<file path="config.mk">
export PLATFORM = sky130hd
export DESIGN_NAME = imuct_mul
export DESIGN_NICKNAME = d
export VERILOG_FILES = /design/src/sv/imuct_pkg.sv /design/src/sv/imuct_mul.sv
export SDC_FILE = /design/constraint.sdc
export NUM_CORES = 2
export LEC_CHECK = 0
export BUFFER_PORTS_ARGS = -buffer_cell sky130_fd_sc_hd__clkbuf_2
export CORE_ASPECT_RATIO = 1.1
export CORE_UTILIZATION = 55
export DETAILED_ROUTE_END_ITERATION = 6
export PLACE_DENSITY = 0.81
export SYNTH_ARGS = -nofsm -noshare
export SYNTH_HDL_FRONTEND = slang
export SYNTH_SLANG_ARGS = --single-unit
</file>
<file path="constraint.sdc">
create_clock -name clk -period 10 [get_ports clk]
set_input_delay 2 -clock clk [delete_from_list [all_inputs] [get_ports clk]]
set_output_delay 2 -clock clk [all_outputs]
set_load 0.02 [all_outputs]
</file>
<file path="src/sv/imuct_pkg.sv">
// Shared types, constants and helper functions of the IMU tilt filter.
`default_nettype none
package imuct_pkg;

	// Calibration and CORDIC lengths
	localparam int CalSamples  = 10;
	localparam int CordicSteps = 20;
	localparam int CordicIters = (CordicSteps < 32) ? CordicSteps : 32;

	// Register indexes
	localparam logic RegBlend = 1'b0;
	localparam logic RegSens  = 1'b1;

	// Numeric constants
	localparam logic [16:0]        WeightOne = 17'd65536;
	localparam logic [15:0]        SensScale = 16'd25;
	localparam logic signed [31:0] Deg90Q16  = 32'sd5898240;
	localparam logic [63:0]        IncLimit  = 64'h0000_0002_0000_0000;

	// Divider and sqrt iteration counts
	localparam int DivBits  = 64;
	localparam int SqrtBits = 32;

	// Sequencer states
	typedef enum logic [4:0] {
		ST_IDLE,
		ST_BIAS_GO,
		ST_BIAS_WAIT,
		ST_SQ_A,
		ST_SQ_B,
		ST_SQ_C,
		ST_SQ_D,
		ST_RT_GO,
		ST_RT_WAIT,
		ST_CD_GO,
		ST_CD_WAIT,
		ST_INC_LO,
		ST_INC_HI,
		ST_INC_SUM,
		ST_INC_WAIT,
		ST_BL_A,
		ST_BL_B,
		ST_BL_C,
		ST_DONE
	} state_t;

	// atan(2^-i) in degrees, Q16.16
	function automatic logic [21:0] atan_deg_q16(input logic [4:0] idx);
		logic [21:0] v;
		case (idx)
			5'd0:    v = 22'd2949120;
			5'd1:    v = 22'd1740967;
			5'd2:    v = 22'd919879;
			5'd3:    v = 22'd466945;
			5'd4:    v = 22'd234379;
			5'd5:    v = 22'd117304;
			5'd6:    v = 22'd58666;
			5'd7:    v = 22'd29335;
			5'd8:    v = 22'd14668;
			5'd9:    v = 22'd7334;
			5'd10:   v = 22'd3667;
			5'd11:   v = 22'd1833;
			5'd12:   v = 22'd917;
			5'd13:   v = 22'd458;
			5'd14:   v = 22'd229;
			5'd15:   v = 22'd115;
			5'd16:   v = 22'd57;
			5'd17:   v = 22'd29;
			5'd18:   v = 22'd14;
			5'd19:   v = 22'd7;
			5'd20:   v = 22'd4;
			5'd21:   v = 22'd2;
			5'd22:   v = 22'd1;
			default: v = 22'd0;
		endcase
		return v;
	endfunction

	// Clamp to the signed 32-bit range
	function automatic logic signed [31:0] sat32(input logic signed [39:0] v);
		logic signed [31:0] r;
		if (v > 40'sh007FFFFFFF)
			r = 32'sh7FFFFFFF;
		else if (v < -40'sh0080000000)
			r = -32'sh80000000;
		else
			r = v[31:0];
		return r;
	endfunction

endpackage
`default_nettype wire

</file>
<file path="src/sv/imuct_mul.sv">
// Shared signed multiplier with registered product.
`default_nettype none
module imuct_mul
	import imuct_pkg::*;
(
	input  wire logic               clk,
	input  wire logic signed [35:0] a,
	input  wire logic signed [17:0] b,
	output logic signed [53:0]      p
);

	// product register
	always_ff @(posedge clk) begin
		p <= a * b;
	end

endmodule
`default_nettype wire

</file>
### Word level (Yosys, flattened, before mapping)

Cells that the tools add are included.

| operators by class | value |
|---|---|
| $mul | 1 |

Operators by type and width:

| cell | number |
|---|---|
| $mul 36x18->54 | 1 |

| storage, ports and cells | value |
|---|---|
| register bits | 54 |
| logic and storage cells | 2 |
| bits of input ports | 55 |

### Longest topological paths before layout

| logic depth | value |
|---|---|
| word-level depth | 1 |
| depth in mapped cells | 25 |

### Worst setup path before layout

No wires, ideal clock.

| timing path | value |
|---|---|
| path type | in2reg |
| from | input port b[0] |
| to | register p[50] |
| stages | 21 |
| arrival time | 7.698 ns |
| data required time | 9.913 ns |
| setup slack | 2.215 ns |
| buffers on the path | 2 |
| cells stage by stage | clkbuf_1 clkbuf_1 and2_1 fa_1 fa_1 ha_1 inv_1 fa_1 inv_1 fa_1 inv_1 fa_1 inv_1 ha_1 a21o_1 a21o_1 a21o_1 a21oi_1 o21ai_2 mux2_2 nor4b_4 |

| between the ends | value |
|---|---|
| longest elaborated chain between the ends | 1 |

Ends and longest elaborated chain:

| item | line | source |
|---|---|---|
| from (decl) | imuct_mul.sv:8 | `input wire logic signed [17:0] b,` |
| $mul 36x18->54 | imuct_mul.sv:14 | `p <= a * b;` |
| to (signal assigned) | imuct_mul.sv:14 |  |
| to (decl) | imuct_mul.sv:9 | `output logic signed [53:0] p` |

No other way between the ends.

### Worst setup path after layout

| timing path | value |
|---|---|
| from | input port b[3] |
| to | register p[47] |

The elaborated chain is that of the path after synthesis.

==> flow_summary.ini <==
[timing]
rsz0062_at_grt = false
fin_tns_setup_ns = 0
finalSetupViolCount = 0
finalHoldViolations = 0
drv_slew = 0
final.period_utilization = 0.903
slew_headroom = 0.221
fmax_ghz = 0.111
post-route-min-period_ns = 9.03
worst_slew_pin_slew_ns = 1.17

[synthesis]
synth_top_area_cell = fa_1
ys_seq_area_frac = 0.0463
synth_cells = 2601
async_flop_share = 0
synth_top_area_frac = 0.528
syn_nets = 3402
yosys_warnings = 0
synth_cell_types = 57
synth_area_um2 = 23400
synth-seq-cells = 54
avgSynthCellArea_um2 = 8.99
ys.flop_type = dfxtp_1
synthTopCellsByArea = fa_1 53%, inv_1 11%, and2_1 6.9%
synth-edff-count = 0

[clocking]
cts_root_buf = clkbuf_16
clockBufferDepth = 2
cts-resized-gates = 0
cts_tree = yes
numCtsBuffers = 5
cts.sinks = 54
cts.reportedPaths.clkPinSlew_ns = 0.08
h-tree-depth = 2
cts_hold_buf = 0
postCtsSetupRepairBufs = 0

[grt]
antenna_found_initial = 0
grt_pass1_vias = 19800
grt_start_max_net_pins = 37
grt_first_pass_wirelength_mm = 99.0
grt_util_all_layers = 0.296
grt-ovfl-total = 0

[hold_path]
hp-class = in -> reg

[layout]
layout-drive-gt1-share = 0.0535
fin_area_um2 = 24300
areaGrowthSynthToFinish_pct = 4.14
final_util = 0.586
largest_register_ffs = 54
nets = 3397
regMostFlops = p
diodes = 0
largestRegisters = p: 54 flops

[drt]
initialDrtViolationCount = 1220
dr.pass1.iters = 6
wirelength_mm = 58.3
vias = 17300
avgRoutedWirePerCell_um = 18.5
drcViolationCount = 0
antenna_left = 0
vias_per_cell = 5.48

[die]
core_um2 = 41600
start_util = 0.562
ios = 109
placementRows = 78
die_y_um = 218
die_area_um2 = 43300
dieWidth_um = 199

[worst_setup_path]
arrival_ns = 9.31
path_class = in -> reg
end_kind = flip-flop
startpoint_type = primary input
required_ns = 10.27
cp_max_fo = 23

[status]
status = complete, no violations

[place]
routabilityCongestion = 0.923
placed_cell_area_um2 = 24200
post-dp-hpwl_mm = 46.9
io_buffers = 108

[run]
cap_violations = 0
[layout by cell type (no fill, tap or decap), drive strengths merged, types with 4 or more instances in the layout]
| cell | synthesis | final |
|---|---|---|
| o21a | 5 | 5 |
| fa | 617 | 617 |
| o211ai | 4 | 4 |
| nor2 | 61 | 61 |
| a21o | 26 | 26 |
| a21oi | 44 | 44 |
| inv | 693 | 693 |
| a31oi | 4 | 4 |
| o21bai | 7 | 7 |
| buf | 3 | 9 |
| nand4 | 10 | 10 |
| and2 | 258 | 258 |
| ha | 129 | 129 |
| dfxtp | 54 | 54 |
| a211o | 5 | 5 |
| xor2 | 11 | 11 |
| nor2b | 8 | 8 |
| o21ai | 27 | 27 |
| nand2 | 386 | 386 |
| xnor2 | 40 | 40 |
| and3 | 5 | 5 |
| nand2b | 12 | 12 |
| clkbuf | 126 | 115 |
| nor3 | 6 | 6 |
| nand3 | 13 | 13 |
| a211oi | 13 | 13 |
[Yosys cell counts (all sizes together), types with 5 or more instances]
cell type	count
o21bai	7
and2	258
a211oi	13
and3	5
o21ai	27
ha	129
xnor2	40
clkbuf	126
dfxtp	54
nand3	13
nor3	6
nand2	386
fa	617
a21o	26
nand2b	12
xor2	11
a21oi	44
nor2b	8
o21a	5
nor2	61
nand4	10
a211o	5
inv	693
[path summary, 6_finish.rpt]
kind	start	endpoint	slack, ns	depth (start not counted)
worst max-delay path	b[3]	p[47]	0.97	20
worst min-delay path	a[0]	p[0]	2.17	2
[metal layers]
layer	GRT usage	up-vias	wire length (um)
met5	0	-	0
met2	0.511	886	29000
met1	0.356	8796	21200
met4	0.128	0	2720
li1	-	7400	-
met3	0.0628	216	5320
[metrics by stage]
| step | setup WS, ns | hold slack (ns) | cells |
|---|---|---|---|
| after global routing | 0.931 | 2.19 | 3157 |
| after global placement | 1.07 | 2.42 | 3149 |
| after floorplan | 2.21 | 2.13 | 2601 |
| after detailed placement | 0.904 | 2.42 | 3149 |
| after CTS | 1.25 | 2.15 | 3157 |
| final | 0.965 | 2.17 | 3157 |
[worst max-delay path, cell delays in order]
cell	delay (ns)
clkbuf_2	0.54
buf_4	0.32
nand2_1	0.10
fa_1	0.54
fa_1	0.52
fa_1	0.52
inv_1	0.06
fa_1	0.52
fa_1	0.49
inv_1	0.04
fa_1	0.47
inv_1	0.04
ha_1	0.34
a21oi_1	0.26
nor4b_2	0.98
o21ai_1	0.29
a221oi_2	0.56
a21oi_2	0.21
a211oi_1	0.32
xnor2_1	0.16
[layout make-up]
cell class | instances | area [um2]
Clock buffer | 7 | 143
Clock inverter | 1 | 5.00
Sequential cell | 54 | 1080
Timing Repair Buffer | 117 | 608
Multi-Input combinational cell | 1725 | 19200
Tap cell | 560 | 701
Fill cell | 3527 | 17200
Inverter | 693 | 2600
[cells by family (layout without fill, tap and decap cells)]
| logic type | after synthesis | after routing | share of synthesized area |
|---|---|---|---|
| AOI/OAI and AO/OA | 154 | 154 | 0.0444 |
| xor gates and xnor gates | 51 | 51 | 0.0191 |
| adders and majority gates | 746 | 746 | 0.598 |
| buffers and inverters | 822 | 818 | 0.132 |
| DFF | 54 | 54 | 0.0463 |
| muxes | 1 | 1 | 0.000482 |
| and+or+nand+nor | 773 | 773 | 0.160 |
Power is left out: the tool's default activity adds up to more than one toggle a clock period on the data nets, which glitch-free logic cannot reach.
