<file path="config.mk">
export PLATFORM = sky130hd
export DESIGN_NAME = imuct_sqrt
export DESIGN_NICKNAME = d
export VERILOG_FILES = /design/src/sv/imuct_pkg.sv /design/src/sv/imuct_sqrt.sv
export SDC_FILE = /design/constraint.sdc
export NUM_CORES = 1
export LEC_CHECK = 0
export BUFFER_PORTS_ARGS = -buffer_cell sky130_fd_sc_hd__buf_2
export CAP_MARGIN = 25
export CORE_ASPECT_RATIO = 0.8
export CORE_MARGIN = 4
export CORE_UTILIZATION = 55
export CTS_CLUSTER_SIZE = 24
export DETAILED_ROUTE_END_ITERATION = 8
export GPL_ROUTABILITY_DRIVEN = 0
export HOLD_SLACK_MARGIN = 0.1
export MAX_ROUTING_LAYER = met4
export PLACE_DENSITY = 0.79
export SLEW_MARGIN = 20
export SYNTH_ARGS = -nofsm -noshare
export SYNTH_HDL_FRONTEND = slang
export SYNTH_SLANG_ARGS = --single-unit
</file>
<file path="constraint.sdc">
create_clock -name clk -period 4.1 [get_ports clk]
set_input_delay 0.82 -clock clk [delete_from_list [all_inputs] [get_ports clk]]
set_output_delay 0.82 -clock clk [all_outputs]
set_load 0.02 [all_outputs]
</file>
<file path="src/sv/imuct_pkg.sv">
// Shared types, constants and helper functions of the IMU tilt filter.
`default_nettype none
package imuct_pkg;

	// Calibration and CORDIC lengths
	localparam int CalSamples  = 10;
	localparam int CordicSteps = 20;
	localparam int CordicIters = (CordicSteps < 32) ? CordicSteps : 32;

	// Register indexes
	localparam logic RegBlend = 1'b0;
	localparam logic RegSens  = 1'b1;

	// Numeric constants
	localparam logic [16:0]        WeightOne = 17'd65536;
	localparam logic [15:0]        SensScale = 16'd25;
	localparam logic signed [31:0] Deg90Q16  = 32'sd5898240;
	localparam logic [63:0]        IncLimit  = 64'h0000_0002_0000_0000;

	// Divider and sqrt iteration counts
	localparam int DivBits  = 64;
	localparam int SqrtBits = 32;

	// Sequencer states
	typedef enum logic [4:0] {
		ST_IDLE,
		ST_BIAS_GO,
		ST_BIAS_WAIT,
		ST_SQ_A,
		ST_SQ_B,
		ST_SQ_C,
		ST_SQ_D,
		ST_RT_GO,
		ST_RT_WAIT,
		ST_CD_GO,
		ST_CD_WAIT,
		ST_INC_LO,
		ST_INC_HI,
		ST_INC_SUM,
		ST_INC_WAIT,
		ST_BL_A,
		ST_BL_B,
		ST_BL_C,
		ST_DONE
	} state_t;

	// atan(2^-i) in degrees, Q16.16
	function automatic logic [21:0] atan_deg_q16(input logic [4:0] idx);
		logic [21:0] v;
		case (idx)
			5'd0:    v = 22'd2949120;
			5'd1:    v = 22'd1740967;
			5'd2:    v = 22'd919879;
			5'd3:    v = 22'd466945;
			5'd4:    v = 22'd234379;
			5'd5:    v = 22'd117304;
			5'd6:    v = 22'd58666;
			5'd7:    v = 22'd29335;
			5'd8:    v = 22'd14668;
			5'd9:    v = 22'd7334;
			5'd10:   v = 22'd3667;
			5'd11:   v = 22'd1833;
			5'd12:   v = 22'd917;
			5'd13:   v = 22'd458;
			5'd14:   v = 22'd229;
			5'd15:   v = 22'd115;
			5'd16:   v = 22'd57;
			5'd17:   v = 22'd29;
			5'd18:   v = 22'd14;
			5'd19:   v = 22'd7;
			5'd20:   v = 22'd4;
			5'd21:   v = 22'd2;
			5'd22:   v = 22'd1;
			default: v = 22'd0;
		endcase
		return v;
	endfunction

	// Clamp to the signed 32-bit range
	function automatic logic signed [31:0] sat32(input logic signed [39:0] v);
		logic signed [31:0] r;
		if (v > 40'sh007FFFFFFF)
			r = 32'sh7FFFFFFF;
		else if (v < -40'sh0080000000)
			r = -32'sh80000000;
		else
			r = v[31:0];
		return r;
	endfunction

endpackage
`default_nettype wire

</file>
<file path="src/sv/imuct_sqrt.sv">
// Digit-by-digit integer square root of radicand * 2^32, two bits per cycle.
`default_nettype none
module imuct_sqrt
	import imuct_pkg::*;
(
	input  wire logic        clk,
	input  wire logic        arst_n,
	input  wire logic        start,
	input  wire logic [31:0] radicand,
	output logic             busy,
	output logic [31:0]      root
);

	logic [4:0]  cnt_q;
	logic        busy_q;
	logic [63:0] v_q;
	logic [33:0] rem_q;
	logic [31:0] root_q;
	logic [35:0] rem_sh;
	logic [35:0] trial;
	logic        ge;

	assign rem_sh = {rem_q, v_q[63:62]};
	assign trial  = {2'b00, root_q, 2'b01};
	assign ge     = rem_sh >= trial;

	// control
	always_ff @(posedge clk or negedge arst_n) begin
		if (!arst_n) begin
			busy_q <= 1'b0;
			cnt_q  <= '0;
		end else if (start) begin
			busy_q <= 1'b1;
			cnt_q  <= 5'(SqrtBits - 1);
		end else if (busy_q) begin
			if (cnt_q == 5'd0)
				busy_q <= 1'b0;
			else
				cnt_q <= cnt_q - 5'd1;
		end
	end

	// datapath
	always_ff @(posedge clk) begin
		if (start) begin
			v_q    <= {radicand, 32'd0};
			rem_q  <= '0;
			root_q <= '0;
		end else if (busy_q) begin
			v_q    <= {v_q[61:0], 2'b00};
			rem_q  <= ge ? 34'(rem_sh - trial) : rem_sh[33:0];
			root_q <= {root_q[30:0], ge};
		end
	end

	assign busy = busy_q;
	assign root = root_q;

endmodule
`default_nettype wire

</file>
# Word-level counts from Yosys, hierarchy flattened
# Index checks and enable logic that the tools add are counted.
# classes
n_shift,0
magnitude_cmp,1
add_sub_neg,2
muxes,9
n_mul,0
n_reduce_logical,3
eq_ne,1
bitwise,0
div,0
# op_table
operator,n
$mux 64,2
$ge 36x34->1,1
$mux 34,1
$sub 34x34->34,1
$mux 5,3
$logic_not 5->1,1
$sub 5x1->5 const B,1
$mux 1,3
$ne 2x2->1 const B,1
$reduce_and 2->1,1
$reduce_bool 2->1,1
# totals
n_memories,0
register_bits,104
latchBits,0
ramBits,0
mem_bits_ro,0
in_bits,35

# Longest topological paths before layout
# logic_depth
ltp_word,4
ltp_mapped,14
depth_no_buf,11

# Least setup slack after synthesis
# No wires, ideal clock.
# synth_path
path_kind,register to register
start,register root_q[24] (netlist: root[24])
end,register rem_q[11]
slack_ps,1281
t_required_ps,3963
synth_period_minus_slack_ps,2819
arrival_time_ps,2681
path_stages_with_launch,15
setup_ps,137
path_cell_list,dfxtp_1 > inv_1 > ha_1 > buf_4 > and3_4 > nand2_4 > nor4_4 > and3_1 > a211oi_1 > o311a_1 > buf_6 > buf_6 > buf_2 > a21oi_1 > a211oi_1
# synth_between
elab_chain_cells,2
# synth_lines
element,line,rtl
start: declaration,imuct_sqrt.sv:18,logic [31:0] root_q;
start signal: assignment,imuct_sqrt.sv:52,"root_q <= {root_q[30:0], ge};"
$ge 36x34->1,imuct_sqrt.sv:25,assign ge = rem_sh >= trial;
$mux 34,imuct_sqrt.sv:51,rem_q <= ge ? 34'(rem_sh - trial) : rem_sh[33:0];
end signal: assignment,imuct_sqrt.sv:51,
end: declaration,imuct_sqrt.sv:17,logic [33:0] rem_q;
# Every way passes these cells.
# A chain may end at the register's enable or synchronous reset.

# Worst setup path after layout
# layout_path
start,register root_q[25] (netlist: root[25])
end,register rem_q[2]
# Same word-level chain as after synthesis.

==> flow_summary.json <==
{
  "status": "finished clean",
  "detail_route.wl_per_cell_um": 15.4,
  "drv_slew": 0,
  "start_util_pct": 56.6,
  "vias": 4925,
  "setup_tns_ps": 0,
  "regArea_mm2": 0.00244,
  "p_leak_uw": 0.00309,
  "post-route-min-period_ps": 3270,
  "gr-usage-all-layers_pct": 21.4,
  "dp_cells": 845,
  "cts_buffers": 9,
  "clock_sinks": 104,
  "dp.final_hpwl_mm": 9.40,
  "yosysWarnings": 0,
  "dieArea_mm2": 0.0130,
  "clock_latency_ps": 350,
  "netlist_area_mm2": 0.00619,
  "seq_area_frac_synth_pct": 39.3,
  "drt_pass1_iterations": 5,
  "yosysUniqueCellTypes": 56,
  "worst_pin_slew_ps": 635,
  "synth_top_area_share_pct": 21.3,
  "cts_setup_buffers": 0,
  "synth.area.top_cells": "dfxtp_1 21%, edfxtp_1 16%, ha_1 7.3%",
  "cts_htree_levels": 3,
  "hp-class": "in2async",
  "max_slew_margin_pct": 57.7,
  "first_global_vias": 4724,
  "postCtsResizedCells": 0,
  "cellPowerDensity_mw_per_mm2": 740,
  "die_w_um": 127,
  "syn_nets": 744,
  "coreArea_mm2": 0.0109,
  "finClkSkew_ps": 7.54,
  "antenna_found_initial": 0,
  "synth_top_area_cell": "dfxtp_1",
  "drv_cap": 0,
  "r2r_start": "root[25]",
  "layout-drive-gt1-share_pct": 17.8,
  "synthCells": 673,
  "multi_input_area_mm2": 0.00336,
  "fill_cells": 899,
  "ys_seq_elements": 104,
  "fmax_mhz": 306,
  "drt_wl_total_mm": 13.3,
  "clockBufferDepth": 2,
  "final_nets": 784,
  "postRouteAntennaNets": 0,
  "portBuffers": 67,
  "crit_type": "reg2reg",
  "final_common_cell": "nor2_1",
  "rsz0062_at_grt": "false",
  "die_y_um": 103,
  "grt_overflow": 0,
  "drt_iter0_drc": 330,
  "cts_tree": "built",
  "clk_pin_slew_ps": 80,
  "grt_pass1_wl_mm": 22.3,
  "final_cells": 862,
  "synth_area_per_cell_um2": 9.20,
  "timing.final.crit_share_pct": 79.7,
  "critPathArrivalTime_ps": 3520,
  "ios": 68,
  "ys.flop_type": "dfxtp_1",
  "drc_errors": 0,
  "vias_per_cell": 5.71,
  "postSynth.asyncResetShare_pct": 5.77,
  "grt_max_degree": 57,
  "path_max_fanout": 41,
  "hold_buffers": 0,
  "layout_common_cells": "80 x nor2_1, 66 x buf_2, 66 x dfxtp_1",
  "vdd_ir_drop_max_mv": 0.323,
  "antenna_cells": 0,
  "cp.required_ps": 4350,
  "hold_viol": 0,
  "synth_edf_count": 32,
  "area_delta_synth_final_pct": 10.2,
  "core.rowCount": 34,
  "crit_path_end_kind": "flip-flop",
  "cts-root-buf": "clkbuf_16",
  "critPathLaunch": "root[25]",
  "critPathLaunchType": "flip-flop",
  "setup_viol_count_final": 0
}
## sequential cells by signal (all words and copies together) (netlist names)
signal	count
root	32
busy	1
rem_q	34
cnt_q	5
v_q	32
## kinds of logic (layout without fill, tap and decap cells)
kind of cell               Yosys count  in the layout  share of synthesized area [%]
DFF                                104            104                           39.3
xor gates and xnor gates            35             35                           4.95
buffers and inverters               89            134                           6.47
muxes                               68             68                           11.6
adders and majority gates           36             36                           7.28
and+or+nand+nor                    174            174                           12.9
AOI/OAI and AO/OA                  167            167                           17.5
## cells in the mapped netlist (5+ instances only)
cell	count
edfxtp_1	32
a211oi_1	26
nand2b_1	6
ha_1	36
nor2b_1	7
xor2_1	20
buf_2	8
clkbuf_1	14
inv_1	46
nand4_1	7
dfxtp_1	66
mux2_2	30
nor2_1	80
buf_1	10
a21oi_1	61
dfrtp_1	6
o21bai_1	5
a21o_1	9
xnor2_1	15
o211ai_1	7
nand2_1	39
a31oi_1	6
mux2i_1	38
nand3_1	13
buf_6	6
o21ai_0	21
## per-stage QoR
step / total power (uW) / setup WS [ps] / util, % / cell area (um^2) / hold WS (ps)
5_1_grt: 5460 / 587 / 62.4 / 6820 / 268
6_report: 5050 / 831 / 62.4 / 6820 / 273
4_1_cts: 5020 / 826 / 62.3 / 6820 / 269
3_5_place_dp: 4150 / 875 / 59.7 / 6530 / 486
3_3_place_gp: 4020 / 790 / 59.5 / 6510 / 469
2_1_floorplan: 3710 / 1280 / - / 6190 / 453
## report_power, final
| group | switching, uW | total (uW) | internal (uW) |
|---|---|---|---|
| Sequential | 125 | 1370 | 1240 |
| Combinational | 1610 | 2830 | 1220 |
| Clock | 415 | 845 | 430 |
## layer usage
metal	track usage, %	up-vias	part of all wire (%)
met5	-	-	0
met2	33.3	132	45
met1	28.8	2319	49
met4	5.69	0	1.3
li1	-	2457	-
met3	4.25	17	4.9
## critical path: stages (launching register included)
cell and delay [ps]:
dfxtp_1 380, inv_1 60, ha_1 450, and3_4 270, nand2_4 80, nor4_4 310
and3_1 190, a211oi_1 50, o311a_2 620, buf_12 260, nor2_1 130, a21oi_1 50
a211oi_1 290
## final cells by class
cell class / count / area share, %
Clock buffer: 10 / 3.36
Multi-Input combinational cell: 480 / 49.2
Inverter: 46 / 2.53
Clock inverter: 6 / 0.880
Tap cell: 144 / 2.64
Timing Repair Buffer: 72 / 5.65
Sequential cell: 104 / 35.7
## final timing paths
check                           slack (ps)  cells past startpoint        end
min in group clk                       490                      2  rem_q[25]
worst max register to register         830                     12   rem_q[2]
max in group asynchronous             3670                      1       busy
worst min-delay path                   270                      1       busy
worst min register to register         490                      2  rem_q[25]
worst max-delay path                   830                     12   rem_q[2]
Note: power is estimated with default switching activity, not from simulation.
