===== config.mk =====
export PLATFORM = sky130hd
export DESIGN_NAME = imuct_div
export DESIGN_NICKNAME = d
export VERILOG_FILES = /design/src/sv/imuct_pkg.sv /design/src/sv/imuct_div.sv
export SDC_FILE = /design/constraint.sdc
export NUM_CORES = 1
export LEC_CHECK = 0
export BUFFER_PORTS_ARGS = -buffer_cell sky130_fd_sc_hd__buf_4
export CAP_MARGIN = 10
export CORE_MARGIN = 4
export CORE_UTILIZATION = 45
export CTS_CLUSTER_DIAMETER = 60
export CTS_CLUSTER_SIZE = 14
export DETAILED_ROUTE_END_ITERATION = 8
export HOLD_SLACK_MARGIN = 0.1
export MAX_ROUTING_LAYER = met4
export PLACE_DENSITY = 0.7
export SYNTH_ARGS = -nofsm -noshare
export SYNTH_HDL_FRONTEND = slang
export SYNTH_SLANG_ARGS = --single-unit

===== constraint.sdc =====
create_clock -name clk -period 5.8 [get_ports clk]
set_clock_uncertainty 0.2 [all_clocks]
set_input_delay 0.29 -clock clk [delete_from_list [all_inputs] [get_ports clk]]
set_output_delay 0.29 -clock clk [all_outputs]
set_load 0.05 [all_outputs]

===== src/sv/imuct_pkg.sv =====
// Shared types, constants and helper functions of the IMU tilt filter.
`default_nettype none
package imuct_pkg;

	// Calibration and CORDIC lengths
	localparam int CalSamples  = 10;
	localparam int CordicSteps = 20;
	localparam int CordicIters = (CordicSteps < 32) ? CordicSteps : 32;

	// Register indexes
	localparam logic RegBlend = 1'b0;
	localparam logic RegSens  = 1'b1;

	// Numeric constants
	localparam logic [16:0]        WeightOne = 17'd65536;
	localparam logic [15:0]        SensScale = 16'd25;
	localparam logic signed [31:0] Deg90Q16  = 32'sd5898240;
	localparam logic [63:0]        IncLimit  = 64'h0000_0002_0000_0000;

	// Divider and sqrt iteration counts
	localparam int DivBits  = 64;
	localparam int SqrtBits = 32;

	// Sequencer states
	typedef enum logic [4:0] {
		ST_IDLE,
		ST_BIAS_GO,
		ST_BIAS_WAIT,
		ST_SQ_A,
		ST_SQ_B,
		ST_SQ_C,
		ST_SQ_D,
		ST_RT_GO,
		ST_RT_WAIT,
		ST_CD_GO,
		ST_CD_WAIT,
		ST_INC_LO,
		ST_INC_HI,
		ST_INC_SUM,
		ST_INC_WAIT,
		ST_BL_A,
		ST_BL_B,
		ST_BL_C,
		ST_DONE
	} state_t;

	// atan(2^-i) in degrees, Q16.16
	function automatic logic [21:0] atan_deg_q16(input logic [4:0] idx);
		logic [21:0] v;
		case (idx)
			5'd0:    v = 22'd2949120;
			5'd1:    v = 22'd1740967;
			5'd2:    v = 22'd919879;
			5'd3:    v = 22'd466945;
			5'd4:    v = 22'd234379;
			5'd5:    v = 22'd117304;
			5'd6:    v = 22'd58666;
			5'd7:    v = 22'd29335;
			5'd8:    v = 22'd14668;
			5'd9:    v = 22'd7334;
			5'd10:   v = 22'd3667;
			5'd11:   v = 22'd1833;
			5'd12:   v = 22'd917;
			5'd13:   v = 22'd458;
			5'd14:   v = 22'd229;
			5'd15:   v = 22'd115;
			5'd16:   v = 22'd57;
			5'd17:   v = 22'd29;
			5'd18:   v = 22'd14;
			5'd19:   v = 22'd7;
			5'd20:   v = 22'd4;
			5'd21:   v = 22'd2;
			5'd22:   v = 22'd1;
			default: v = 22'd0;
		endcase
		return v;
	endfunction

	// Clamp to the signed 32-bit range
	function automatic logic signed [31:0] sat32(input logic signed [39:0] v);
		logic signed [31:0] r;
		if (v > 40'sh007FFFFFFF)
			r = 32'sh7FFFFFFF;
		else if (v < -40'sh0080000000)
			r = -32'sh80000000;
		else
			r = v[31:0];
		return r;
	endfunction

endpackage
`default_nettype wire


===== src/sv/imuct_div.sv =====
// Restoring divider, one quotient bit per cycle.
`default_nettype none
module imuct_div
	import imuct_pkg::*;
(
	input  wire logic        clk,
	input  wire logic        arst_n,
	input  wire logic        start,
	input  wire logic [63:0] dividend,
	input  wire logic [15:0] divisor,
	output logic             busy,
	output logic [63:0]      quotient
);

	logic [5:0]  cnt_q;
	logic        busy_q;
	logic [63:0] dvd_q;
	logic [15:0] rem_q;
	logic [15:0] dsr_q;
	logic [16:0] rem_sh;
	logic        ge;

	// trial subtract
	assign rem_sh = {rem_q, dvd_q[63]};
	assign ge     = rem_sh >= {1'b0, dsr_q};

	// control
	always_ff @(posedge clk or negedge arst_n) begin
		if (!arst_n) begin
			busy_q <= 1'b0;
			cnt_q  <= '0;
		end else if (start) begin
			busy_q <= 1'b1;
			cnt_q  <= 6'(DivBits - 1);
		end else if (busy_q) begin
			if (cnt_q == 6'd0)
				busy_q <= 1'b0;
			else
				cnt_q <= cnt_q - 6'd1;
		end
	end

	// datapath: dividend shifts out, quotient shifts in
	always_ff @(posedge clk) begin
		if (start) begin
			dvd_q <= dividend;
			dsr_q <= divisor;
			rem_q <= '0;
		end else if (busy_q) begin
			dvd_q <= {dvd_q[62:0], ge};
			rem_q <= ge ? 16'(rem_sh - {1'b0, dsr_q}) : rem_sh[15:0];
		end
	end

	assign busy     = busy_q;
	assign quotient = dvd_q;

endmodule
`default_nettype wire


== After elaboration in Yosys (flattened, before gate mapping) ==
Index checks and enable logic that the tools add are counted.
Word-level totals
  bits in registers: 103
  input bits: 83
  output and inout port bits: 65
Operators by class
  add/subtract/negate cells: 2
  order comparisons: 1
  equal/unequal tests: 1
  mux-type cells: 9
  reductions and logical operators: 3
Operators with widths (number)
  64-bit 2-to-1 mux: 2
  6-bit 2-to-1 mux: 3
  17-bit by 16-bit greater-or-equal comparator with 1-bit output: 1
  16-bit 2-to-1 mux: 1
  16-bit subtractor: 1
  6-bit logical NOT: 1
  6-bit by 1-bit subtractor with 6-bit output, second input constant: 1
  1-bit 2-to-1 mux: 3
  2-bit != test, second input constant: 1
  2-bit AND reduction: 1
  2-bit nonzero test: 1

== Longest topological paths before layout ==
Gate-level depths: netlist (run 1).
  depth in word-level cells: 4
  mapped depth: 9

== Worst setup path after synthesis (run 1) ==
No wires, ideal clock.
  path type: register to register
  start point: register busy_q, in the netlist busy
  end point: register dvd_q[0], in the netlist quotient[0] (enable)
  library setup time: 0.418 ns
  data arrival time: 2.211 ns
  setup slack: 2.971 ns
  cell stages (with the launch flop): 3
  path buffers: 0
  path through: dfrtp_1 -> nor2_1 -> inv_1
Between the ends
  longest elaborated chain between the ends: 1
RTL lines
  start: declaration: line imuct_div.sv:16  | logic busy_q;
  start signal: assignment: line imuct_div.sv:30  | busy_q <= 1'b0;
  start signal: assignment: line imuct_div.sv:33  | busy_q <= 1'b1;
  start signal: assignment: line imuct_div.sv:37  | busy_q <= 1'b0;
  2-bit nonzero test (no line)
  end signal: assignment: line imuct_div.sv:46  | dvd_q <= dividend;
  end signal: assignment: line imuct_div.sv:50  | dvd_q <= {dvd_q[62:0], ge};
  end: declaration: line imuct_div.sv:17  | logic [63:0] dvd_q;
Every way passes these cells.
A chain may end at the register's enable or synchronous reset.

== Worst setup path in the final report (run 1) ==
  start point: register dsr_q[12]
  end point: register rem_q[4]
Between the ends
  longest elaborated chain between the ends: 2
RTL lines
  start: declaration: line imuct_div.sv:19  | logic [15:0] dsr_q;
  start signal: assignment: line imuct_div.sv:47  | dsr_q <= divisor;
  17-bit by 16-bit greater-or-equal comparator with 1-bit output: line imuct_div.sv:25  | assign ge = rem_sh >= {1'b0, dsr_q};
  16-bit 2-to-1 mux: line imuct_div.sv:51  | rem_q <= ge ? 16'(rem_sh - {1'b0, dsr_q}) : rem_sh[15:0];
  end signal: assignment: line imuct_div.sv:51
  end: declaration: line imuct_div.sv:18  | logic [15:0] rem_q;
Every way passes these cells.

==> results of run 1 <==
==> power groups by stage <==
stage | Sequential (W) | Clock, W | Combinational, W
after global routing | 0.00100 | 0.000663 | 0.00113
after floorplan | 0.00115 | 0 | 0.000571
final | 0.000989 | 0.000619 | 0.00105
after global placement | 0.000998 | 0 | 0.000981
after detailed placement | 0.000998 | 0 | 0.000982
after CTS | 0.000985 | 0.000634 | 0.00103
==> sequential cells by signal (all words and copies together) (netlist names) <==
register	cells
busy	1
cnt_q	6
dsr_q	16
quotient	64
rem_q	16
==> area by class of cell <==
cell class / instances / area, um2
multi-input cells: 273 / 2250
flip-flops and latches: 103 / 2900
clock inverters: 6 / 66.3
clock buffers: 10 / 229
fillers: 810 / 3860
well taps: 143 / 179
inverters: 24 / 90.1
diodes: 1 / 2.50
repair buffers: 231 / 1940
==> logic make-up after synthesis <==
logic type	share of synthesized area, %
compound gates	12.5
xor+xnor	2.45
fa+ha+maj	4.58
buf+inv	3.90
flops	54.1
mux	13.8
simple gates	8.58
==> worst min-delay path by stage <==
stage / from / to / slack (ns) / depth (start not counted)
finish: start / dsr_q[13] / 0.22 / 1
global route: start / dsr_q[13] / 0.22 / 1
CTS: start / dsr_q[13] / 0.21 / 1
detailed placement: arst_n / cnt_q[3] / -0.09 / 1
global placement: arst_n / cnt_q[2] / -0.09 / 1
floorplan: arst_n / busy / -0.21 / 0
==> stage by stage <==
stage	hold slack [ns]	worst slack, ns	cells	util (%)	instance area, um2
global route	0.222	2.62	791	66.4	7650
detailed placement	-0.0898	2.94	692	56.7	6530
global placement	-0.0919	2.98	692	56.7	6530
CTS	0.215	2.88	790	66.4	7650
finish	0.220	2.86	791	66.4	7650
floorplan	-0.206	2.97	423	-	5350
==> metal layers <==
layer  routed length [um]  track usage [%]
met4                  371             7.95
met5                    0                -
met2                 7290             36.3
met1                 6180             29.0
met3                 1290             7.04
==> cell usage in the layout (no fill, tap or decap), drive strengths merged, types with 3 or more instances in the layout <==
cell type,n
o41ai,3
ha,18
or2,3
a2111oi,3
nand3,8
o21a,3
o31ai,3
clkbuf,10
nor3b,3
nor2,19
o21ai,15
xnor2,10
a21oi,16
nor3,3
xor2,5
o211ai,5
a31oi,7
dfxtp,16
edfxtp,80
nand4,7
inv,27
nor2b,3
a21o,8
dfrtp,7
buf,149
dlygate4sd3,82
a211oi,3
a311oi,6
nand2,18
mux2,64
nand2b,11
==> worst reg2reg max path, cell delays in order (launching register included) <==
cell	delay, ns
edfxtp_1	0.32
inv_1	0.04
ha_1	0.54
nand4_2	0.22
o41ai_2	0.88
nor2_1	0.30
a2111oi_2	0.35
==> flow_summary.ini, run 1 <==
[outcome]
status = finished clean

[critical_path]
crit_path_max_fanout = 12
cp_slowest_cell = o41ai_2
endpoint_kind = flip-flop
r2r_start = dsr_q[12]
crit_family = compound AO/OA/AOI/OAI gates
cpPeakStageDelay_ns = 0.88
crit_path_end = rem_q[4]
cp.required_ns = 5.85
crit_path_start_kind = flip-flop
rr_endpoint = rem_q[4]
crit_arrival_ns = 3.00
crit_type = flip-flop to flip-flop
rrSetupSlack_ns = 2.86
cp_cell_sequence = inv_1 -> ha_1 -> nand4_2 -> o41ai_2 -> nor2_1 -> a2111oi_2
cp.depth = 6
cp_num_buf_inv = 1
r2r_cells = 6
worstSetupStartpoint = dsr_q[12]

[power]
power_frac_comb_pct = 39.5
p_per_area_nw_per_um2 = 347
p_leak_nw = 3.21
netSwitchingPower_w = 0.000984
worst_ir_drop_vdd_mv = 0.197
power_frac_seq_pct = 37.2
p_sw_share_pct = 37.0
total_power_w = 0.00266
p_clk_share_pct = 23.3
internal_power_w = 0.00167

[clock_tree]
clock_latency_ns = 0.35
root_buffer = clkbuf_16
clock_sinks = 103
cts.clk_slew.worst_paths_ns = 0.07
holdBufCountCts = 82
cts.htree.levels = 3
cts-resized-gates = 0
cts_buffer_depth = 2
cts_tree = built
numCtsBuffers = 9
cts_setup_buffers = 0

[timing]
fin_tns_setup_ns = 0
period_share_pct = 50.8
min_period_ns = 2.94
rsz0062_at_grt = no
tightest_slew_ns = 0.968
fmax_mhz = 340
slew_viol_final = 0
slew_headroom_pct = 34.8
report.final.setup_viol = 0
hold_viol = 0

[logic_synthesis]
yosysMostFrequentCell = edfxtp_1
synth_cell_types = 66
netlist_area_um2 = 5350
yosysTopAreaCell = edfxtp_1
ys_top_cells_by_count = edfxtp_1 (80), mux2_2 (64), inv_1 (24), nor2_1 (19)
postSynthAreaPerCell_um2 = 12.7
yosysWarnings = 0
synth_flop_cell = edfxtp_1
syn-num-nets = 525
syn_inst = 423
yosys.area.top_type_share_pct = 44.9
ys_top_cells_by_area = edfxtp_1 (45%), mux2_2 (13%), dfxtp_1 (6.0%)
yosys_register_bits = 103
async_flop_share_pct = 6.80
synth_edf_count = 80
seq_area_frac_synth_pct = 54.1

[drt]
viasPerCell = 5.51
ant_nets = 0
vias = 4356
drt-wirelength-per-cell_um = 19.1
first_pass_iters = 5
drtIter0Drc = 275
drc = 0
wl_um = 15100

[global_routing]
grt_start_max_net_pins = 66
grtUsageTotal_pct = 23.3
overflow = 0
antenna_found_initial = 1
grt_pass1_wl_um = 23400
grt_pass1_vias = 4460

[place]
dp_hpwl_um = 9740
port_buffers = 147
globalplace.congestion = 0.903

[floorplanning]
fp.dieW_um = 117
core_um2 = 11500
die-area_um2 = 13700
start_util_pct = 46.5
rows = 39
ios = 148
die_y_um = 117

[hold_path]
hp-class = primary input to flip-flop

[finish]
area_delta_synth_final_pct = 42.9
fin_nets = 744
drive_gt1_share_pct = 37.7

[run]
drv_cap = 0
Power figures use the tool's default switching activity.
==> run 2, diff against run 1 <==
Clock period 5.8 ns to 3 ns, I/O delays scaled along.
==> run 2 against run 1 <==
Count of clock-buffer cells in the layout up 1. Largest cell class unchanged. Die area unchanged. Sequential power up 93%. Design area up 0.67%. Routed wire length down 2.2%. Cell count up 0.76%. Combinational power up 93%. Maximum frequency up 10%. Register-to-register slack worse by 2.5 ns. Hold slack better by 0.061 ns.
==> flow_summary.ini, run 2 (synthesized netlist as in run 1, its figures left out) <==
[power]
power_frac_comb_pct = 39.9
p_leak_nw = 3.25
power_frac_seq_pct = 37.7
netSwitchingPower_w = 0.00188
worst_ir_drop_vdd_mv = 0.549
p_per_area_nw_per_um2 = 658
total_power_w = 0.00507
p_clk_share_pct = 22.4
p_sw_share_pct = 37.1
internal_power_w = 0.00319

[drt]
ant_nets = 0
first_pass_iters = 5
drt-wirelength-per-cell_um = 18.6
viasPerCell = 5.37
drtIter0Drc = 316
vias = 4276
wl_um = 14800
drc = 0

[floorplanning]
rows = 39
die-area_um2 = 13700
die_y_um = 117
ios = 148
core_um2 = 11500
fp.dieW_um = 117
start_util_pct = 46.5

[finish]
mostFrequentLayoutCell = buf_4
fin_nets = 751
largest_reg_flops = 64
fillers = 826
multi_input_area_um2 = 2250
drive_gt1_share_pct = 38.5
layout.area.seq_um2 = 2900
antenna-diode-count = 0
area_delta_synth_final_pct = 43.9
layout_common_cells = buf_4 (154), dlygate4sd3_1 (83), edfxtp_1 (80), mux2_2 (64), inv_1 (23)

[critical_path]
crit_arrival_ns = 2.70
endpoint_kind = flip-flop
r2r_cells = 8
crit_path_max_fanout = 12
cpPeakStageDelay_ns = 0.44
cp.required_ns = 3.03
cp_slowest_cell = ha_1
rrSetupSlack_ns = 0.33
rr_endpoint = rem_q[15]
crit_family = compound AO/OA/AOI/OAI gates
cp_num_buf_inv = 1
crit_path_start_kind = flip-flop
crit_type = flip-flop to flip-flop
worstSetupStartpoint = dsr_q[12]
crit_path_end = rem_q[15]
r2r_start = dsr_q[12]
cp_cell_sequence = inv_1 -> ha_1 -> a21o_1 -> a31oi_4 -> o211ai_2 -> o21a_1 -> o21ai_0 -> o21ai_1
cp.depth = 8

[place]
dp_hpwl_um = 9930
globalplace.congestion = 0.861
port_buffers = 147
place_ws_ns = 0.333

[global_routing]
grt_pass1_vias = 4508
antenna_found_initial = 0
grtUsageTotal_pct = 23.4
grt_start_max_net_pins = 56
overflow = 0
grt_pass1_wl_um = 23600

[clock_tree]
clock_latency_ns = 0.35
cts.htree.levels = 3
root_buffer = clkbuf_16
numCtsBuffers = 9
cts_tree = built
cts_buffer_depth = 2
cts-resized-gates = 0
clock_sinks = 103
cts.clk_slew.worst_paths_ns = 0.07

[timing]
hold_viol = 0
rsz0062_at_grt = no
fmax_mhz = 374
report.final.setup_viol = 0
tightest_slew_ns = 0.554
period_share_pct = 89.1
setup_ws_ns = 0.327
fin_tns_setup_ns = 0
min_period_ns = 2.67
slew_viol_final = 0
slew_headroom_pct = 63.1

[outcome]
status = finished clean

[hold_path]
hp-class = flip-flop to flip-flop
hold_path_startpoint = rem_q[14]

[run]
drv_cap = 0
==> run 2: through the flow <==
stage               instances  utilization [%]  cell area [um2]  hold slack, ns
finish                    797             66.9             7700           0.282
global route              797             66.9             7700           0.314
CTS                       797             66.9             7700           0.285
detailed placement        698             57.2             6590          -0.232
global placement          698             57.2             6590          -0.231
floorplan                 423                -             5350          -0.346
==> run 2: power groups by stage <==
stage / sequential, W / clock [W] / combinational [W]
2_1_floorplan: 0.00223 / 0 / 0.00110
3_3_place_gp: 0.00193 / 0 / 0.00190
3_5_place_dp: 0.00193 / 0 / 0.00191
4_1_cts: 0.00191 / 0.00117 / 0.00201
5_1_grt: 0.00194 / 0.00121 / 0.00219
6_report: 0.00191 / 0.00113 / 0.00203
==> run 2: layout make-up <==
| class | count | share of cell area, % |
|---|---|---|
| tap | 143 | 2.32 |
| inverter | 24 | 1.17 |
| timing repair buffer | 238 | 26.1 |
| sequential | 103 | 37.6 |
| clock buffer | 11 | 3.15 |
| multi-input combinational | 273 | 29.2 |
| clock inverter | 5 | 0.504 |
==> run 2: worst min path at each step <==
stage | to | depth (start not counted)
after floorplan | busy | 0
after global placement | cnt_q[3] | 1
after detailed placement | cnt_q[1] | 1
after CTS | rem_q[14] | 2
after global routing | rem_q[14] | 2
final | rem_q[14] | 2
==> run 2: metal layers <==
metal	track usage, %	wire length (um)	vias up
met5	-	0	-
li1	-	-	2057
met4	7.03	297	0
met3	7.56	1180	25
met2	36.6	7160	175
met1	29.1	6160	2019
==> run 2: tightest hold or removal path: stages (launching register included) <==
cell	delay [ns]
dfxtp_1	0.33
nand2_1	0.06
o21ai_1	0.05
==> run 2: repair_timing <==
action / in CTS / in global routing
setup buffers: 0 / 0
hold endpoints to repair: 104 / 0
hold buffers: 83 / 0
==> run 3, diff against run 2 <==
--- a/config.mk
+++ b/config.mk
@@ -6,5 +6,4 @@
 export NUM_CORES = 1
 export LEC_CHECK = 0
-export BUFFER_PORTS_ARGS = -buffer_cell sky130_fd_sc_hd__buf_4
 export CAP_MARGIN = 10
 export CORE_MARGIN = 4
@@ -13,7 +12,7 @@
 export CTS_CLUSTER_SIZE = 14
 export DETAILED_ROUTE_END_ITERATION = 8
+export DONT_BUFFER_PORTS = 1
 export HOLD_SLACK_MARGIN = 0.1
 export MAX_ROUTING_LAYER = met4
-export PLACE_DENSITY = 0.7
 export SYNTH_ARGS = -nofsm -noshare
 export SYNTH_HDL_FRONTEND = slang
==> constraint.sdc (replaced) <==
create_clock -name clk -period 3 [get_ports clk]
set_clock_uncertainty 0.2 [all_clocks]
set_input_delay 0.3 -clock clk [delete_from_list [all_inputs] [get_ports clk]]
set_output_delay 0.3 -clock clk [all_outputs]
set_load 0.05 [all_outputs]
==> run 3 against run 2 <==
Critical path depth is the same. Cell count shrank 18%. Utilization shrank 9.2 points. Register-to-register slack lost 0.11 ns. Critical path type unchanged. Global-route usage shrank 3.5 points. Flip-flop and latch count is the same. Routed wire length shrank 13%. Clock power grew 6%.
==> flow_summary.ini, run 3 (synthesized netlist as in run 1, its figures left out) <==
[power]
p_clk_share_pct = 24.5
power_frac_comb_pct = 29.3
internal_power_w = 0.00307
p_leak_nw = 2.56
p_per_area_nw_per_um2 = 737
netSwitchingPower_w = 0.00182
power_frac_seq_pct = 46.2
p_sw_share_pct = 37.2
worst_ir_drop_vdd_mv = 0.419
total_power_w = 0.00489

[critical_path]
cp.depth = 8
cpPeakStageDelay_ns = 0.45
cp_slowest_cell = ha_1
crit_path_start_kind = flip-flop
cp.required_ns = 3.00
crit_arrival_ns = 2.78
cp_num_buf_inv = 1
cp_cell_sequence = inv_1 -> ha_1 -> a21o_1 -> a31oi_4 -> o211ai_2 -> o21a_1 -> nor2_1 -> a311oi_1
r2r_cells = 8
crit_path_max_fanout = 12
endpoint_kind = flip-flop
crit_family = compound AO/OA/AOI/OAI gates
crit_type = flip-flop to flip-flop

[drt]
viasPerCell = 5.64
wl_um = 12900
drc = 0
ant_nets = 0
vias = 3684
drtIter0Drc = 160
drt-wirelength-per-cell_um = 19.7
first_pass_iters = 4

[clock_tree]
cts_tree = built
cts-resized-gates = 0
root_buffer = clkbuf_16
cts.clk_slew.worst_paths_ns = 0.07
holdBufCountCts = 84
cts.htree.levels = 3
clock_latency_ns = 0.35
cts_buffer_depth = 2
numCtsBuffers = 9
cts_setup_buffers = 0
clock_sinks = 103

[floorplanning]
fp.dieW_um = 117
rows = 39
core_um2 = 11500
start_util_pct = 46.5
die-area_um2 = 13700
die_y_um = 117
ios = 148

[global_routing]
grt_pass1_vias = 3838
overflow = 0
grt_pass1_wl_um = 20100
antenna_found_initial = 0
grt_start_max_net_pins = 96
grtUsageTotal_pct = 19.9

[timing]
fin_tns_setup_ns = 0
report.final.setup_viol = 0
slew_headroom_pct = 56.1
min_period_ns = 2.78
fmax_mhz = 360
rsz0062_at_grt = no
period_share_pct = 92.7
hold_viol = 0
slew_viol_final = 0
setup_ws_ns = 0.219
tightest_slew_ns = 0.658

[run]
drv_cap = 0

[place]
dp_hpwl_um = 8290
place_ws_ns = 0.263
globalplace.congestion = 0.869
port_buffers = 0

[finish]
largest_reg_flops = 64
fin_nets = 606
layout_common_cells = dlygate4sd3_1 (83), edfxtp_1 (80), mux2_2 (64), inv_1 (23), nor2_1 (19)
area_delta_synth_final_pct = 24.0
mostFrequentLayoutCell = dlygate4sd3_1
drive_gt1_share_pct = 20.8

[outcome]
status = finished clean

[hold_path]
hp-class = primary input to flip-flop
hold_depth = 2
-- run 3: changes by cell type in the layout (fill, tap and decap cells not counted), sizes merged --
cell	before	now
buf	155	10
inv	27	26
diode	0	1
bufinv	0	1
clkbuf	11	10
clkinv	2	3
-- run 3: final cells by class --
cell class                 instances  area [um2]
sequential                       103        2900
fill                             916        4880
tap                              143         179
clock inverter                     6        67.6
timing repair buffer              93         926
inverter                          24        90.1
multi-input combinational        273        2250
clock buffer                      10         229
antenna                            1        2.50
-- run 3: worst paths after layout --
check / from / end / slack (ns)
worst min-delay path: start / rem_q[10] / 0.12
worst min register to register: rem_q[14] / rem_q[14] / 0.28
max in group asynchronous: arst_n / cnt_q[0] / 1.73
min in group asynchronous: arst_n / cnt_q[3] / 0.62
worst max-delay path: dsr_q[12] / rem_q[0] / 0.22
worst max register to register: dsr_q[12] / rem_q[0] / 0.22
-- run 3: per-layer routing --
| layer | up-vias | track usage, % | routed length [um] | share of wire (%) |
|---|---|---|---|---|
| met3 | 15 | 7.92 | 1100 | 8.6 |
| met5 | - | - | 0 | 0 |
| li1 | 1765 | - | - | - |
| met1 | 1746 | 23.3 | 5190 | 40 |
| met2 | 158 | 31.4 | 6330 | 49 |
| met4 | 0 | 6.65 | 235 | 1.8 |
-- run 3: power groups by stage --
| stage | Combinational [W] | Sequential (W) | Clock, W |
|---|---|---|---|
| finish | 0.00143 | 0.00226 | 0.00120 |
| global route | 0.00157 | 0.00229 | 0.00130 |
| CTS | 0.00142 | 0.00226 | 0.00123 |
| detailed placement | 0.00129 | 0.00229 | 0 |
| global placement | 0.00128 | 0.00229 | 0 |
| floorplan | 0.00110 | 0.00223 | 0 |
-- run 3: metrics by stage --
stage | hold slack, ns | util [%] | cell area, um2 | instances
after floorplan | -0.196 | - | 5350 | 423
after global placement | -0.195 | 47.6 | 5480 | 552
after detailed placement | -0.195 | 47.6 | 5480 | 552
after CTS | 0.100 | 57.6 | 6640 | 652
after global routing | 0.112 | 57.6 | 6640 | 652
final | 0.121 | 57.6 | 6640 | 653
-- run 3: worst register-to-register path, delay by kind of cell (launching register included) --
family	cells	cell delay, ns
AND/OR/NAND/NOR	1	0.43
buffers and inverters	1	0.04
adder cells (fa/ha/maj)	1	0.45
flip-flops	1	0.34
AO/OA/AOI/OAI	5	1.19
